## config.mk

```make
export PLATFORM = sky130hd
export DESIGN_NAME = gpio_register_block
export DESIGN_NICKNAME = d
export VERILOG_FILES = /design/src/hw/rtl/grb_pkg.sv /design/src/hw/rtl/gpio_register_block.sv /design/src/hw/rtl/grb_ctrl.sv /design/src/hw/rtl/grb_datapath.sv
export SDC_FILE = /design/constraint.sdc
export NUM_CORES = 1
export LEC_CHECK = 0
export BUFFER_PORTS_ARGS = -buffer_cell sky130_fd_sc_hd__buf_2
export CAP_MARGIN = 20
export CELL_PAD_IN_SITES_DETAIL_PLACEMENT = 0
export CELL_PAD_IN_SITES_GLOBAL_PLACEMENT = 1
export CORE_MARGIN = 3
export CORE_UTILIZATION = 43
export CTS_CLUSTER_SIZE = 8
export DETAILED_ROUTE_END_ITERATION = 10
export PLACE_DENSITY_LB_ADDON = 0.25
export SYNTH_ARGS = -nofsm -noshare
export SYNTH_HDL_FRONTEND = slang
export SYNTH_SLANG_ARGS = --single-unit
```

## constraint.sdc

```tcl
create_clock -name clock -period 3.2 [get_ports clock]
set_clock_uncertainty 0.15 [all_clocks]
set_input_delay 0.8 -clock clock [delete_from_list [all_inputs] [get_ports clock]]
set_output_delay 0.8 -clock clock [all_outputs]
set_load 0.02 [all_outputs]
```

## src/hw/rtl/grb_pkg.sv

```systemverilog
package grb_pkg;

   // Pin and word geometry of the standard register map.
   localparam int PIN_COUNT   = 54;
   localparam int PinBits     = 54;
   localparam int WordBits    = 32;
   localparam int IndexBits   = 6;
   localparam int FselWords   = 6;
   localparam int FselAddrBits = 3;
   localparam int PinsPerFsel = 10;
   localparam int FselBits    = 3;
   localparam int PullBits    = 2;

   localparam logic [63:0] PinMask64 =
      (PIN_COUNT >= 64) ? {64{1'b1}} : ((64'd1 << PIN_COUNT) - 64'd1);

   // Word offsets.
   localparam logic [IndexBits-1:0] IDX_FSEL_LAST = 6'd5;
   localparam logic [IndexBits-1:0] IDX_SET0      = 6'd7;
   localparam logic [IndexBits-1:0] IDX_SET1      = 6'd8;
   localparam logic [IndexBits-1:0] IDX_CLR0      = 6'd10;
   localparam logic [IndexBits-1:0] IDX_CLR1      = 6'd11;
   localparam logic [IndexBits-1:0] IDX_LEV0      = 6'd13;
   localparam logic [IndexBits-1:0] IDX_LEV1      = 6'd14;
   localparam logic [IndexBits-1:0] IDX_PUD       = 6'd37;
   localparam logic [IndexBits-1:0] IDX_PUDCLK0   = 6'd38;
   localparam logic [IndexBits-1:0] IDX_PUDCLK1   = 6'd39;

   localparam logic                OP_WRITE    = 1'b1;
   localparam logic [FselBits-1:0] FSEL_OUTPUT = 3'd1;
   localparam logic [PullBits-1:0] PULL_DOWN   = 2'd1;
   localparam logic [PullBits-1:0] PULL_UP     = 2'd2;

   typedef enum logic {
      ST_IDLE,
      ST_RESP
   } state_type;

   typedef struct packed {
      logic execute;
   } dp_cmd_type;

   // Places a data word on pin bank 0 or 1, limited to existing pins.
   function automatic logic [PinBits-1:0] bank_bits(logic [WordBits-1:0] word, logic bank);
      logic [63:0] v;
      v = {32'd0, word};
      if (bank) begin
         v = v << WordBits;
      end
      v = v & PinMask64;
      return v[PinBits-1:0];
   endfunction

   // Extracts the word of pin bank 0 or 1.
   function automatic logic [WordBits-1:0] bank_word(logic [PinBits-1:0] bits, logic bank);
      logic [63:0] v;
      v = {{(64-PinBits){1'b0}}, bits} & PinMask64;
      if (bank) begin
         v = v >> WordBits;
      end
      return v[WordBits-1:0];
   endfunction

endpackage

```

## src/hw/rtl/gpio_register_block.sv

```systemverilog
// Channel   Direction  Handshake              Payload
// req       in         req_valid/req_ready    opcode, word_index, write_data, pin_inputs
// rsp       out        rsp_valid/rsp_ready    read_data, bad_address, drive and pull masks
//
// A transaction is executed at the edge where it is accepted; its result is
// offered from the next cycle.
// A new transaction is taken in the cycle its predecessor's result leaves,
// giving one transaction per cycle while rsp_ready stays high.
// Synchronous reset zeroes the configuration registers: all pins inputs, no pull.
// A stalled result holds; no new transaction enters until it is taken.
module gpio_register_block import grb_pkg::*; (
   input  logic                 clock,
   input  logic                 reset,
   input  logic                 req_valid,
   output logic                 req_ready,
   input  logic                 req_opcode,
   input  logic [IndexBits-1:0] req_word_index,
   input  logic [WordBits-1:0]  req_write_data,
   input  logic [PinBits-1:0]   req_pin_inputs,
   output logic                 rsp_valid,
   input  logic                 rsp_ready,
   output logic [WordBits-1:0]  rsp_read_data,
   output logic                 rsp_bad_address,
   output logic [PinBits-1:0]   rsp_drive_levels,
   output logic [PinBits-1:0]   rsp_drive_enable,
   output logic [PinBits-1:0]   rsp_pull_up_mask,
   output logic [PinBits-1:0]   rsp_pull_down_mask
);

   dp_cmd_type dp_cmd;

   grb_ctrl u_ctrl (
      .clock     (clock),
      .reset     (reset),
      .req_valid (req_valid),
      .req_ready (req_ready),
      .rsp_valid (rsp_valid),
      .rsp_ready (rsp_ready),
      .dp_cmd    (dp_cmd)
   );

   grb_datapath u_datapath (
      .clock              (clock),
      .reset              (reset),
      .dp_cmd             (dp_cmd),
      .req_opcode         (req_opcode),
      .req_word_index     (req_word_index),
      .req_write_data     (req_write_data),
      .req_pin_inputs     (req_pin_inputs),
      .rsp_read_data      (rsp_read_data),
      .rsp_bad_address    (rsp_bad_address),
      .rsp_drive_levels   (rsp_drive_levels),
      .rsp_drive_enable   (rsp_drive_enable),
      .rsp_pull_up_mask   (rsp_pull_up_mask),
      .rsp_pull_down_mask (rsp_pull_down_mask)
   );

endmodule

```

## src/hw/rtl/grb_ctrl.sv

```systemverilog
module grb_ctrl import grb_pkg::*; (
   input  logic       clock,
   input  logic       reset,
   input  logic       req_valid,
   output logic       req_ready,
   output logic       rsp_valid,
   input  logic       rsp_ready,
   output dp_cmd_type dp_cmd
);

   state_type state_ff;
   state_type state_in;
   logic      accept;

   always_ff @(posedge clock) begin
      if (reset) begin
         state_ff <= ST_IDLE;
      end else begin
         state_ff <= state_in;
      end
   end

   // A new transaction may enter in the same cycle as the waiting result leaves.
   always_comb begin
      state_in  = state_ff;
      req_ready = 1'b0;
      rsp_valid = 1'b0;
      case (state_ff)
         ST_IDLE: begin
            req_ready = 1'b1;
            if (req_valid) begin
               state_in = ST_RESP;
            end
         end
         ST_RESP: begin
            rsp_valid = 1'b1;
            req_ready = rsp_ready;
            if (rsp_ready && !req_valid) begin
               state_in = ST_IDLE;
            end
         end
         default: begin
            state_in = ST_IDLE;
         end
      endcase
      accept         = req_valid && req_ready;
      dp_cmd.execute = accept;
   end

endmodule

```

## src/hw/rtl/grb_datapath.sv

```systemverilog
module grb_datapath import grb_pkg::*; (
   input  logic                 clock,
   input  logic                 reset,
   input  dp_cmd_type           dp_cmd,
   input  logic                 req_opcode,
   input  logic [IndexBits-1:0] req_word_index,
   input  logic [WordBits-1:0]  req_write_data,
   input  logic [PinBits-1:0]   req_pin_inputs,
   output logic [WordBits-1:0]  rsp_read_data,
   output logic                 rsp_bad_address,
   output logic [PinBits-1:0]   rsp_drive_levels,
   output logic [PinBits-1:0]   rsp_drive_enable,
   output logic [PinBits-1:0]   rsp_pull_up_mask,
   output logic [PinBits-1:0]   rsp_pull_down_mask
);

   logic [WordBits-1:0] fsel_ff [FselWords];
   logic [WordBits-1:0] fsel_in [FselWords];
   logic [PinBits-1:0]  output_latch_ff;
   logic [PinBits-1:0]  output_latch_in;
   logic [PullBits-1:0] pull_control_ff;
   logic [PullBits-1:0] pull_control_in;
   logic [WordBits-1:0] pull_clock_ff [2];
   logic [WordBits-1:0] pull_clock_in [2];
   logic [PullBits-1:0] pull_state_ff [PinBits];
   logic [PullBits-1:0] pull_state_in [PinBits];
   logic [WordBits-1:0] read_data_ff;
   logic [WordBits-1:0] read_data_in;
   logic                bad_address_ff;
   logic                bad_address_in;

   logic                wr;
   logic                bank;
   logic [WordBits-1:0] rd;
   logic [PinBits-1:0]  hit;

   always_comb begin
      fsel_in         = fsel_ff;
      output_latch_in = output_latch_ff;
      pull_control_in = pull_control_ff;
      pull_clock_in   = pull_clock_ff;
      pull_state_in   = pull_state_ff;
      read_data_in    = read_data_ff;
      bad_address_in  = bad_address_ff;
      wr   = (req_opcode == OP_WRITE);
      rd   = '0;
      hit  = '0;
      bank = (req_word_index == IDX_SET1) || (req_word_index == IDX_CLR1) ||
             (req_word_index == IDX_LEV1) || (req_word_index == IDX_PUDCLK1);

      if (dp_cmd.execute) begin
         bad_address_in = 1'b0;
         case (req_word_index) inside
            [6'd0:IDX_FSEL_LAST]: begin
               if (wr) begin
                  fsel_in[req_word_index[FselAddrBits-1:0]] = req_write_data;
               end else begin
                  rd = fsel_ff[req_word_index[FselAddrBits-1:0]];
               end
            end
            IDX_SET0, IDX_SET1: begin
               if (wr) begin
                  output_latch_in = output_latch_ff | bank_bits(req_write_data, bank);
               end
            end
            IDX_CLR0, IDX_CLR1: begin
               if (wr) begin
                  output_latch_in = output_latch_ff & ~bank_bits(req_write_data, bank);
               end
            end
            IDX_LEV0, IDX_LEV1: begin
               if (!wr) begin
                  rd = bank_word(req_pin_inputs, bank);
               end
            end
            IDX_PUD: begin
               if (wr) begin
                  pull_control_in = req_write_data[PullBits-1:0];
               end else begin
                  rd = {{(WordBits-PullBits){1'b0}}, pull_control_ff};
               end
            end
            IDX_PUDCLK0, IDX_PUDCLK1: begin
               if (wr) begin
                  pull_clock_in[bank] = req_write_data;
                  hit = bank_bits(req_write_data, bank);
               end else begin
                  rd = pull_clock_ff[bank];
               end
            end
            default: begin
               bad_address_in = 1'b1;
            end
         endcase

         // Each clocked pin takes the pull code held before this transaction.
         for (int p = 0; p < PinBits; p++) begin
            if (hit[p]) begin
               pull_state_in[p] = pull_control_ff;
            end
         end

         output_latch_in = output_latch_in & PinMask64[PinBits-1:0];
         read_data_in    = wr ? '0 : rd;
      end
   end

   always_ff @(posedge clock) begin
      if (reset) begin
         for (int i = 0; i < FselWords; i++) begin
            fsel_ff[i] <= '0;
         end
         output_latch_ff  <= '0;
         pull_control_ff  <= '0;
         pull_clock_ff[0] <= '0;
         pull_clock_ff[1] <= '0;
         for (int p = 0; p < PinBits; p++) begin
            pull_state_ff[p] <= '0;
         end
      end else begin
         fsel_ff         <= fsel_in;
         output_latch_ff <= output_latch_in;
         pull_control_ff <= pull_control_in;
         pull_clock_ff   <= pull_clock_in;
         pull_state_ff   <= pull_state_in;
      end
   end

   always_ff @(posedge clock) begin
      read_data_ff   <= read_data_in;
      bad_address_ff <= bad_address_in;
   end

   // Pin masks are decoded straight from the state, which only moves on a new transaction or reset.
   for (genvar p = 0; p < PinBits; p++) begin : g_pin
      localparam int FselWord  = p / PinsPerFsel;
      localparam int FselShift = (p % PinsPerFsel) * FselBits;
      if ((FselWord < FselWords) && (p < PIN_COUNT)) begin : g_fsel
         assign rsp_drive_enable[p] =
            (fsel_ff[FselWord][FselShift +: FselBits] == FSEL_OUTPUT);
      end else begin : g_nofsel
         assign rsp_drive_enable[p] = 1'b0;
      end
      assign rsp_pull_up_mask[p]   = (pull_state_ff[p] == PULL_UP);
      assign rsp_pull_down_mask[p] = (pull_state_ff[p] == PULL_DOWN);
   end

   assign rsp_read_data    = read_data_ff;
   assign rsp_bad_address  = bad_address_ff;
   assign rsp_drive_levels = output_latch_ff;

endmodule

```

# ---- Word level (Yosys, flattened, before mapping)
# Index checks and enable logic that the tools add are counted.
dict set report word_totals {
  register_bits 454
  inputBits 97
  output_inout_bits 251
  elab_cells 376
}
dict set report classes {
  order_cmp 6
  eq_ne 173
  n_mux 46
  bitwise 11
  reduce_logical 73
}
# operator n
set ops {}
lappend ops {{two-way mux 54 bit} 21}
lappend ops {{two-way mux 32 bit} 14}
lappend ops {{bitwise mux 192 bit} 1}
lappend ops {{== test 3 x 1 -> 1 bit (second input constant)} 54}
lappend ops {{== test 2 x 1 -> 1 bit (second input constant)} 54}
lappend ops {{== test 2 bit (second input constant)} 54}
lappend ops {{AND reduction 2 bit} 54}
lappend ops {{binary-select mux 32 bit (select 3 bit)} 1}
lappend ops {{demux 32 bit (select 3 bit)} 1}
lappend ops {{bitwise mux 64 bit} 1}
lappend ops {{AND 54 bit} 1}
lappend ops {{NOT 54 bit} 1}
lappend ops {{OR 54 bit} 1}
lappend ops {{demux 32 bit (select 1 bit)} 1}
lappend ops {{== test 6 x 4 -> 1 bit (second input constant)} 5}
lappend ops {{== test 6 bit (second input constant)} 3}
lappend ops {{AND reduction 8 bit} 1}
lappend ops {{OR reduction 2 bit} 4}
lappend ops {{OR reduction 8 bit} 1}
lappend ops {{AND reduction 7 bit} 1}
lappend ops {{== test 6 x 3 -> 1 bit (second input constant)} 1}
lappend ops {{>= comparator 6 x 1 -> 1 bit (second input constant)} 1}
lappend ops {{less-or-equal comparator 6 x 3 -> 1 bit (second input constant)} 1}
lappend ops {{NOT 1 bit} 6}
lappend ops {{other kinds (15)} 26}

# ---- Logic depth before layout (Yosys ltp)
# Gate-level depths: netlist (run 1).
dict set report logic_depth {
  word_depth 15
  mapped_depth 9
  ltp_nobuf 5
}

# ---- Cells and area by module
# Synthesis (run 1) repeated with hierarchy kept, for this count alone.
dict set report unflattened {
  cells_unflattened 2315
  area_unflattened_um2 20140.6
}
# module instances cells_each area_per_inst_um2 seq_area_each_um2
set modules_own_cells {}
lappend modules_own_cells {grb_datapath 1 2310 20085.5 9399.0}
lappend modules_own_cells {grb_ctrl 1 5 55.1 20.0}

# ---- Worst setup path before layout (run 1)
# OpenSTA, ideal clock, no wires.
dict set report synth_timing {
  kind {input to register}
  from {in req_word_index[5]}
  to {reg u_datapath.read_data_ff[21], in the netlist u_datapath.rsp_read_data[21] (data pin)}
  setup_ns 0.278
  arrival_ns 2.301
  t_required_ns 2.772
  setup_slack_ns 0.471
  path_stages 9
  path_buffers 4
  path_cell_list {buf_2 nand2b_1 or3_1 and2_1 buf_6 buf_6 buf_4 mux2i_1 o221ai_1}
}
dict set report synth_via {
  elab_chain_len 14
  elab_cells_between_ends 30
  classes_between {order compare (2); eq/ne (9); mux (10); bitwise (1); reduce/logical (8)}
}
# item line_no
set synth_lines {}
lappend synth_lines {{from (decl)} gpio_register_block.sv:17} ;# input logic [IndexBits-1:0] req_word_index,
lappend synth_lines {{== test 6 x 4 -> 1 bit} grb_datapath.sv:48} ;# bank = (req_word_index == IDX_SET1) || (req_word_index == IDX_CLR1) ||
lappend synth_lines {{logical OR 1 bit (2 in a row)} grb_datapath.sv:48}
lappend synth_lines {{logical OR 1 bit} grb_datapath.sv:49} ;# (req_word_index == IDX_LEV1) || (req_word_index == IDX_PUDCLK1);
lappend synth_lines {{NOT 1 -> 2 bit (implied by the code)} grb_datapath.sv:88} ;# rd = pull_clock_ff[bank];
lappend synth_lines {{two-way mux 32 bit (implied by the code) (3 in a row)} grb_datapath.sv:88}
lappend synth_lines {{two-way mux 32 bit (5 in a row)} grb_datapath.sv:53} ;# case (req_word_index) inside
lappend synth_lines {{two-way mux 32 bit *} grb_datapath.sv:53}
lappend synth_lines {{to (signal assigned)} grb_datapath.sv:130} ;# read_data_ff <= read_data_in;
lappend synth_lines {{to (decl)} grb_datapath.sv:27} ;# logic [WordBits-1:0] read_data_ff;
# Every way passes the cells marked *; elsewhere a longest branch is shown, timed or not. The select of a mux whose other input is x is not followed.
# A chain may end at the register's enable or synchronous reset.

# ---- Worst setup path after layout (run 1)
dict set report layout_timing {
  from {reg u_datapath.fsel_ff[50] (netlist name)}
  to {out rsp_drive_enable[46]}
}
dict set report layout_via {
  elab_chain_len 1
}
# item line_no
set layout_lines {}
lappend layout_lines {{from (decl)} grb_datapath.sv:17} ;# logic [WordBits-1:0] fsel_ff [FselWords];
lappend layout_lines {{from (signal assigned)} grb_datapath.sv:121} ;# fsel_ff <= fsel_in;
lappend layout_lines {{== test 3 x 1 -> 1 bit} grb_datapath.sv:140} ;# (fsel_ff[FselWord][FselShift +: FselBits] == FSEL_OUTPUT);
lappend layout_lines {{to (decl)} gpio_register_block.sv:25} ;# output logic [PinBits-1:0] rsp_drive_enable,
# Every way passes these cells.

==> flow_metrics.env, run 1 <==
export IMPL_hold_class="reg2reg"
export IMPL_power_density_nw_per_um2=521
export IMPL_synthArstFlopShare_pct=0
export IMPL_route_met2_wl_um=34300
export IMPL_fin_nets=2667
export IMPL_drc=0
export IMPL_final_area_sq_um=24700
export IMPL_grt_max_degree=138
export IMPL_h_tree_depth=3
export IMPL_cp_slowest_cell="nor3b_1"
export IMPL_ctsResizeCount=0
export IMPL_overflow=0
export IMPL_postSynthAreaPerCell_sq_um=8.87
export IMPL_die_y_um=224
export IMPL_synth_distinct_cells=50
export IMPL_max_clock_freq_mhz=372
export IMPL_relSlewSlack_pct=56.2
export IMPL_vias_per_cell=5.65
export IMPL_yosys_warnings=0
export IMPL_die_area_sq_um=50200
export IMPL_routed_top_layer="met4"
export IMPL_nFillCells=4343
export IMPL_setup_viol=0
export IMPL_drt_met1_wl_um=29000
export IMPL_clk_insertion_delay_late_ns=0.58
export IMPL_critPathMaxFanout=3
export IMPL_placed_cells=3109
export IMPL_core_area_sq_um=46800
export IMPL_hold_buffers=0
export IMPL_initialDrtViolationCount=1622
export IMPL_initial_core_util_pct=43.7
export IMPL_numPortBuffers=347
export IMPL_worstSetupPathType="reg2out"
export IMPL_layout_commonest_cell="nand2_1"
export IMPL_worstPathArrival_ns=1.74
export IMPL_hold_slack_ns=0.305
export IMPL_outcome="finished clean"
export IMPL_antenna_found_initial=0
export IMPL_synth_edf_count=33
export IMPL_wl_per_cell_um=21.7
export IMPL_synthesis_area_sq_um=20400
export IMPL_cts_tree="done"
export IMPL_worst_pin_slew_ns=0.657
export IMPL_antenna_left=0
export IMPL_cts_buffers=66
export IMPL_leakage_nw=10.3
export IMPL_die_width_um=224
export IMPL_synth_seq_cells=454
export IMPL_ios=348
export IMPL_path_delay_family="simple AND/OR/NAND/NOR gates"
export IMPL_clockBufferDepth=3
export IMPL_finalHoldViolations=0
export IMPL_crit_buf_inv=1
export IMPL_syn_nets=2400
export IMPL_finalMaxSlewViolations=0
export IMPL_gp_congestion=0.886
export IMPL_clkSinkCount=454
export IMPL_root_buffer="clkbuf_16"
export IMPL_path_cells="nor3b_1 > buf_2"
export IMPL_cpPeakStageDelay_ns=0.53
export IMPL_drtPass1Iterations=5
export IMPL_antennaDiodeCount=0
export IMPL_rsz0062_at_grt="no"
export IMPL_dp_slack_ns=0.200
export IMPL_tns_ns=0
export IMPL_ir_drop_mv=0.359
export IMPL_post_cts_buffers=0
export IMPL_min_period_ns=2.69
export IMPL_first_global_vias=17691
export IMPL_place_area_sq_um=22800
export IMPL_drive_above_1_share_pct=21.0
export IMPL_ys_flop_type="dfxtp_1"
export IMPL_fin_crit_sh_pct=84.1
export IMPL_vias=18067
export IMPL_synth_cells=2303
export IMPL_drv_cap=0
export IMPL_final_cell_mix="nand2_1, dfxtp_1, buf_2"
export IMPL_syn_to_final_growth_pct=20.6
export IMPL_setup_slack_ns=0.509
export IMPL_finalNonFillerCells=3198
export IMPL_drt_wl_total_um=69500
export IMPL_hpwl_um=48200
export IMPL_worst_setup_path_start_kind="flop"
export IMPL_track_usage_pct=26.8
export IMPL_route_met3_wl_um=4540
export IMPL_critPathRequiredTime_ns=2.25
export IMPL_clkTransAtPathRegs_ns=0.05
export IMPL_grt_pass1_wl_um=105000
export IMPL_end_kind="output port"
export IMPL_num_rows=79
export IMPL_synth_seq_area_share_pct=46.1
==> power breakdown <==
part	total [mW]	internal, mW	leakage, nW	switching [mW]
Combinational	0.674	0.203	5.67	0.471
Sequential	5.78	5.76	3.72	0.0143
Clock	6.40	3.96	0.906	2.44
==> synthesized netlist by cell type (2+ instances only) <==
library cell / n / share of area [%]
a211oi_1: 46 / 1.7
a21oi_1: 269 / 6.6
a221oi_1: 10 / 0.43
a31oi_1: 45 / 1.4
a32oi_1: 3 / 0.13
and2_1: 6 / 0.18
and3_1: 3 / 0.092
and4b_1: 2 / 0.098
buf_1: 6 / 0.11
buf_2: 53 / 1.3
buf_4: 16 / 0.59
buf_6: 3 / 0.17
clkbuf_1: 144 / 2.6
dfxtp_1: 421 / 41
edfxtp_1: 33 / 4.8
inv_1: 34 / 0.62
mux2i_1: 192 / 9.4
mux4_2: 32 / 3.5
nand2_1: 422 / 7.8
nand2b_1: 133 / 4.1
nand3_1: 92 / 2.3
nand4b_1: 2 / 0.086
nor2_1: 12 / 0.22
nor2b_1: 116 / 3.6
nor3b_1: 55 / 2.0
o21ai_0: 65 / 1.6
o221ai_1: 20 / 0.86
o22ai_1: 34 / 1.0
o31ai_1: 10 / 0.37
o32a_1: 2 / 0.098
or3_1: 3 / 0.092
==> final cells by class <==
cell class | count | area, sq um | area share, %
inverter | 34 | 128 | 0.518
timing repair buffer | 421 | 2540 | 10.3
clock inverter | 1 | 8.76 | 0.0355
tap | 607 | 759 | 3.08
multi-input combinational | 1593 | 9950 | 40.3
sequential | 454 | 9420 | 38.2
clock buffer | 88 | 1850 | 7.51
==> kinds of logic after synthesis <==
family                    count (synthesis)  synth area share [%]
AOI/OAI and AO/OA                       513                  14.7
xor gates and xnor gates                  1                0.0429
buffers and inverters                   256                  5.43
DFF                                     454                  46.1
muxes                                   224                  12.9
and+or+nand+nor                         855                  20.8
==> path summary, 6_finish.rpt <==
kind,start,endpoint,slack [ns],cells after the start
setup / recovery,u_datapath.fsel_ff[50],rsp_drive_enable[46],0.51,2
hold / removal,u_datapath.fsel_ff[190],u_datapath.fsel_ff[190],0.30,2
setup reg to reg,u_ctrl.state_ff,u_datapath.pull_clock_ff[62],1.08,6
hold reg to reg,u_datapath.fsel_ff[190],u_datapath.fsel_ff[190],0.30,2
==> worst reg2reg max path: stages (launching register included) <==
cell	delay, ns
dfxtp_1	0.30
nand2b_1	0.25
nand3_1	0.25
or2_2	0.51
buf_12	0.23
o21ai_0	0.20
a21oi_1	0.09
==> metrics by stage <==
| stage | util, % | power, mW |
|---|---|---|
| floorplan | - | 6.27 |
| global placement | 48.8 | 6.55 |
| detailed placement | 48.8 | 6.55 |
| CTS | 52.7 | 13.0 |
| global route | 52.7 | 13.2 |
| finish | 52.7 | 12.8 |
==> per-layer routing <==
layer	track usage (%)	vias to the layer above
li1	-	8497
met1	33.9	8809
met2	46.4	647
met3	5.71	114
met4	7.45	0
met5	0	-
(Power assumes the default switching activity.)
==> run 2, diff against run 1 <==
--- a/config.mk
+++ b/config.mk
@@ -10,7 +10,7 @@
 export CELL_PAD_IN_SITES_DETAIL_PLACEMENT = 0
 export CELL_PAD_IN_SITES_GLOBAL_PLACEMENT = 1
 export CORE_MARGIN = 3
-export CORE_UTILIZATION = 43
+export CORE_UTILIZATION = 38
 export CTS_CLUSTER_SIZE = 8
 export DETAILED_ROUTE_END_ITERATION = 10
 export PLACE_DENSITY_LB_ADDON = 0.25
==> constraint.sdc (replaced) <==
create_clock -name clock -period 2.4 [get_ports clock]
set_clock_uncertainty 0.15 [all_clocks]
set_input_delay 0.6 -clock clock [delete_from_list [all_inputs] [get_ports clock]]
set_output_delay 0.6 -clock clock [all_outputs]
set_load 0.02 [all_outputs]
==> flow_metrics.env, run 2 (synthesis results as in run 1) <==
export IMPL_outcome="finished clean"
export IMPL_ir_drop_mv=0.441
export IMPL_overflow=0
export IMPL_clk_insertion_delay_late_ns=0.58
export IMPL_final_util_pct=48.3
export IMPL_cp_slowest_cell="nor3b_1"
export IMPL_h_tree_depth=3
export IMPL_fin_nets=2734
export IMPL_clockBufferDepth=3
export IMPL_grt_max_degree=113
export IMPL_numPortBuffers=347
export IMPL_path_cells="nor3b_1 > buf_2"
export IMPL_worstPathArrival_ns=1.59
export IMPL_antennaDiodeCount=0
export IMPL_die_y_um=238
export IMPL_num_rows=84
export IMPL_syn_to_final_growth_pct=25.0
export IMPL_vias_per_cell=5.51
export IMPL_first_global_vias=18210
export IMPL_post_cts_buffers=0
export IMPL_finalNonFillerCells=3344
export IMPL_reg2reg_to="u_datapath.fsel_ff[102]"
export IMPL_critPathRequiredTime_ns=1.65
export IMPL_place_area_sq_um=23700
export IMPL_initialDrtViolationCount=1404
export IMPL_nFillCells=5097
export IMPL_placed_cells=3257
export IMPL_max_clock_freq_mhz=427
export IMPL_gp_congestion=0.855
export IMPL_hold_end="u_ctrl.state_ff"
export IMPL_fin_crit_sh_pct=97.6
export IMPL_core_area_sq_um=52900
export IMPL_end_kind="output port"
export IMPL_drtPass1Iterations=7
export IMPL_drv_cap=0
export IMPL_track_usage_pct=25.0
export IMPL_power_density_nw_per_um2=676
export IMPL_initial_core_util_pct=38.7
export IMPL_ios=348
export IMPL_wl_per_cell_um=21.9
export IMPL_die_area_sq_um=56600
export IMPL_grt_pass1_wl_um=109000
export IMPL_hold_depth=3
export IMPL_seq_area_sq_um=9420
export IMPL_leakage_nw=10.7
export IMPL_multi_input_area_sq_um=10000
export IMPL_ctsResizeCount=6
export IMPL_worst_pin_slew_ns=0.521
export IMPL_finalHoldViolations=0
export IMPL_worstSetupPathType="reg2out"
export IMPL_drt_wl_total_um=73200
export IMPL_antenna_left=0
export IMPL_cts_tree="done"
export IMPL_layout_commonest_cell="nand2_1"
export IMPL_antenna_found_initial=0
export IMPL_startpoint="u_datapath.fsel_ff[96]"
export IMPL_final_area_sq_um=25500
export IMPL_ff2ff_setup_slack_ns=0.39
export IMPL_setup_viol=0
export IMPL_hold_buffers=0
export IMPL_root_buffer="clkbuf_16"
export IMPL_hold_class="in2reg"
export IMPL_critPathMaxFanout=3
export IMPL_hpwl_um=51600
export IMPL_relSlewSlack_pct=64.2
export IMPL_cts_buffers=66
export IMPL_final_cell_mix="nand2_1, dfxtp_1, buf_2"
export IMPL_min_period_ns=2.34
export IMPL_hold_start="req_valid"
export IMPL_clkTransAtPathRegs_ns=0.05
export IMPL_timing_rr_start="u_ctrl.state_ff"
export IMPL_vias=18438
export IMPL_drc=0
export IMPL_worst_setup_path_start_kind="flop"
export IMPL_drive_above_1_share_pct=23.3
export IMPL_clkSinkCount=454
export IMPL_die_width_um=238
export IMPL_rsz0062_at_grt="no"
export IMPL_cpPeakStageDelay_ns=0.43
export IMPL_finalMaxSlewViolations=0
export IMPL_rr_worst_depth=7
[run 2: worst max-delay path by stage]
stage,endpoint,slack (ns),depth (start not counted)
final,rsp_drive_enable[20],0.06,2
after global routing,rsp_drive_enable[34],0.01,2
after CTS,rsp_drive_enable[24],0.004,2
after detailed placement,u_datapath.rsp_read_data[13],-0.36,8
after global placement,u_datapath.rsp_read_data[13],-0.33,8
after floorplan,u_datapath.rsp_read_data[10],0.01,9
[run 2: cell type report]
| cell class | count | share of cell area (%) |
|---|---|---|
| Clock inverter | 1 | 0.0343 |
| Tap cell | 688 | 3.37 |
| Multi-Input combinational cell | 1593 | 39.2 |
| Clock buffer | 86 | 7.18 |
| Sequential cell | 454 | 36.9 |
| Inverter | 34 | 0.500 |
| Timing Repair Buffer | 488 | 12.9 |
[run 2: worst max-delay path: cells and delay by family, from the launching register on]
family | cells | cell delay [ns]
flip-flops | 1 | 0.34
buffers and inverters | 1 | 0.26
AND/OR/NAND/NOR | 1 | 0.43
[run 2: report_power, final]
part           switching [mW]  internal [mW]
logic                   0.657          0.350
registers              0.0229           7.68
clock network            3.31           5.25
[run 2: routing by layer]
layer  up-vias  track usage, %  wire length, um
li1       8649               -                -
met5         -               0                0
met4         0            9.57             2670
met1      8994            31.6            30200
met3       144            5.04             4740
met2       651            42.2            35600
[run 2: stage by stage]
step / TNS [ns] / worst slack (ns) / power, mW / hold slack [ns]
3_5_place_dp: -50.93 / -0.364 / 8.85 / 0.296
3_3_place_gp: -33.88 / -0.332 / 8.85 / 0.291
6_report: 0 / 0.0576 / 17.3 / 0.136
5_1_grt: 0 / 0.0105 / 17.8 / 0.138
4_1_cts: 0 / 0.00433 / 17.4 / 0.109
2_1_floorplan: 0 / 0.0104 / 8.37 / 0.283
==> run 3, diff against run 2 <==
--- a/config.mk
+++ b/config.mk
@@ -9,11 +9,11 @@
 export CAP_MARGIN = 20
 export CELL_PAD_IN_SITES_DETAIL_PLACEMENT = 0
 export CELL_PAD_IN_SITES_GLOBAL_PLACEMENT = 1
-export CORE_MARGIN = 3
 export CORE_UTILIZATION = 38
-export CTS_CLUSTER_SIZE = 8
+export CTS_CLUSTER_SIZE = 16
 export DETAILED_ROUTE_END_ITERATION = 10
 export PLACE_DENSITY_LB_ADDON = 0.25
+export SETUP_SLACK_MARGIN = 0.15
 export SYNTH_ARGS = -nofsm -noshare
 export SYNTH_HDL_FRONTEND = slang
 export SYNTH_SLANG_ARGS = --single-unit
==> flow_metrics.env, run 3 (synthesis results as in run 1) <==
export IMPL_end_kind="output port"
export IMPL_nFillCells=5032
export IMPL_power_density_nw_per_um2=642
export IMPL_violations="design-rule violations"
export IMPL_first_global_vias=18077
export IMPL_worst_setup_path_start_kind="flop"
export IMPL_grt_pass1_wl_um=109000
export IMPL_leakage_nw=10.8
export IMPL_ios=348
export IMPL_max_clock_freq_mhz=449
export IMPL_final_cell_mix="nand2_1, dfxtp_1, buf_2"
export IMPL_finalHoldViolations=0
export IMPL_num_rows=84
export IMPL_h_tree_depth=2
export IMPL_wl_per_cell_um=21.8
export IMPL_drv_cap=0
export IMPL_clkTransAtPathRegs_ns=0.06
export IMPL_vias=18474
export IMPL_fin_crit_sh_pct=92.7
export IMPL_cp_slowest_cell="dfxtp_1"
export IMPL_worstPathArrival_ns=1.48
export IMPL_hold_class="in2reg"
export IMPL_drtPass1Iterations=9
export IMPL_hold_depth=3
export IMPL_die_width_um=234
export IMPL_worst_pin_slew_ns=0.613
export IMPL_numPortBuffers=347
export IMPL_track_usage_pct=26.3
export IMPL_path_delay_family="flip-flops"
export IMPL_syn_to_final_growth_pct=24.7
export IMPL_hold_start="req_valid"
export IMPL_cts_tree="done"
export IMPL_post_cts_buffers=0
export IMPL_drc=20
export IMPL_cts_buffers=50
export IMPL_path_cells="nor3b_2 > buf_2"
export IMPL_die_y_um=234
export IMPL_critPathMaxFanout=3
export IMPL_outcome="complete, but fails checks"
export IMPL_min_period_ns=2.23
export IMPL_finalMaxSlewViolations=0
export IMPL_vias_per_cell=5.50
export IMPL_critPathRequiredTime_ns=1.65
export IMPL_crit_buf_inv=1
export IMPL_relSlewSlack_pct=59.1
export IMPL_total_power_mw=16.4
export IMPL_ff2ff_setup_slack_ns=0.41
export IMPL_setup_slack_ns=0.175
export IMPL_rsz0062_at_grt="no"
export IMPL_worstSetupPathType="reg2out"
export IMPL_hold_end="u_ctrl.state_ff"
export IMPL_fin_nets=2728
export IMPL_hold_buffers=0
export IMPL_die_area_sq_um=54700
export IMPL_clockBufferDepth=3
export IMPL_setup_viol=0
export IMPL_layout_commonest_cell="nand2_1"
export IMPL_dp_slack_ns=-0.425
export IMPL_antenna_found_initial=0
export IMPL_core_area_sq_um=52900
export IMPL_clkSinkCount=454
export IMPL_overflow=0
export IMPL_antennaDiodeCount=0
export IMPL_drive_above_1_share_pct=24.6
export IMPL_timing_rr_start="u_ctrl.state_ff"
export IMPL_cpPeakStageDelay_ns=0.35
export IMPL_clk_insertion_delay_late_ns=0.59
export IMPL_antenna_left=0
export IMPL_ir_drop_mv=0.467
export IMPL_grt_max_degree=130
export IMPL_gp_congestion=0.860
export IMPL_initialDrtViolationCount=1401
export IMPL_initial_core_util_pct=38.7
export IMPL_startpoint="u_datapath.fsel_ff[47]"
export IMPL_rr_worst_depth=6
export IMPL_hpwl_um=51400
export IMPL_drt_wl_total_um=73400
export IMPL_root_buffer="clkbuf_16"
export IMPL_hold_slack_ns=0.115
## run 3: cell count changes in the layout (fill, tap and decap cells not counted), sizes merged
cell	previous run	this run
clkinv	0	15
clkbuf	86	74
buf	488	498
bufinv	0	2
## run 3: timing repair
action                     in CTS  in global routing
setup endpoints to repair      26                  9
pin swaps                       0                  1
resized for setup              27                  9
## run 3: routing by layer
layer  vias up  wire length, um  GRT usage [%]
met5         -                0              0
met2       626            35600           44.4
met1      9059            30600           33.4
met3       136             4530           4.11
met4         0             2630           10.5
li1       8653                -              -
## run 3: where the power goes
part	leakage (nW)	total (mW)	switching [mW]	internal, mW
sequential	3.72	7.69	0.0241	7.66
combinational	6.24	1.03	0.683	0.345
clock	0.803	7.64	3.19	4.45
## run 3: worst reg2reg max path: stages (launching register included)
cell and delay [ns]:
dfxtp_1 0.31, nand2b_2 0.15, nand2_1 0.18, nor3_4 0.41, buf_12 0.29, a31oi_1 0.14, a211oi_1 0.27
## run 3: worst max path at each step
stage,to,slack (ns),cells past startpoint
2_1_floorplan,u_datapath.rsp_read_data[11],0.04,9
3_3_place_gp,u_datapath.rsp_read_data[10],-0.41,8
3_5_place_dp,u_datapath.rsp_read_data[10],-0.42,8
4_1_cts,rsp_drive_enable[43],0.12,2
5_1_grt,rsp_drive_enable[26],0.15,2
6_report,rsp_drive_enable[45],0.17,2
## run 3: final cells by class
class	count	area, sq um	share of cell area [%]
multi-input combinational	1593	10200	39.9
tap	688	861	3.38
clock inverter	18	143	0.560
inverter	34	128	0.501
sequential	454	9420	37.0
timing repair buffer	498	3300	12.9
clock buffer	74	1470	5.78
## run 3: stage by stage
stage / TNS (ns) / cell area, sq um / utilization [%] / instances
CTS: 0 / 25400 / 48.1 / 3359
global route: 0 / 25500 / 48.2 / 3359
global placement: -55.95 / 23700 / 44.8 / 3267
floorplan: 0 / 20600 / - / 2303
finish: 0 / 25500 / 48.2 / 3359
detailed placement: -72.54 / 23700 / 44.8 / 3267
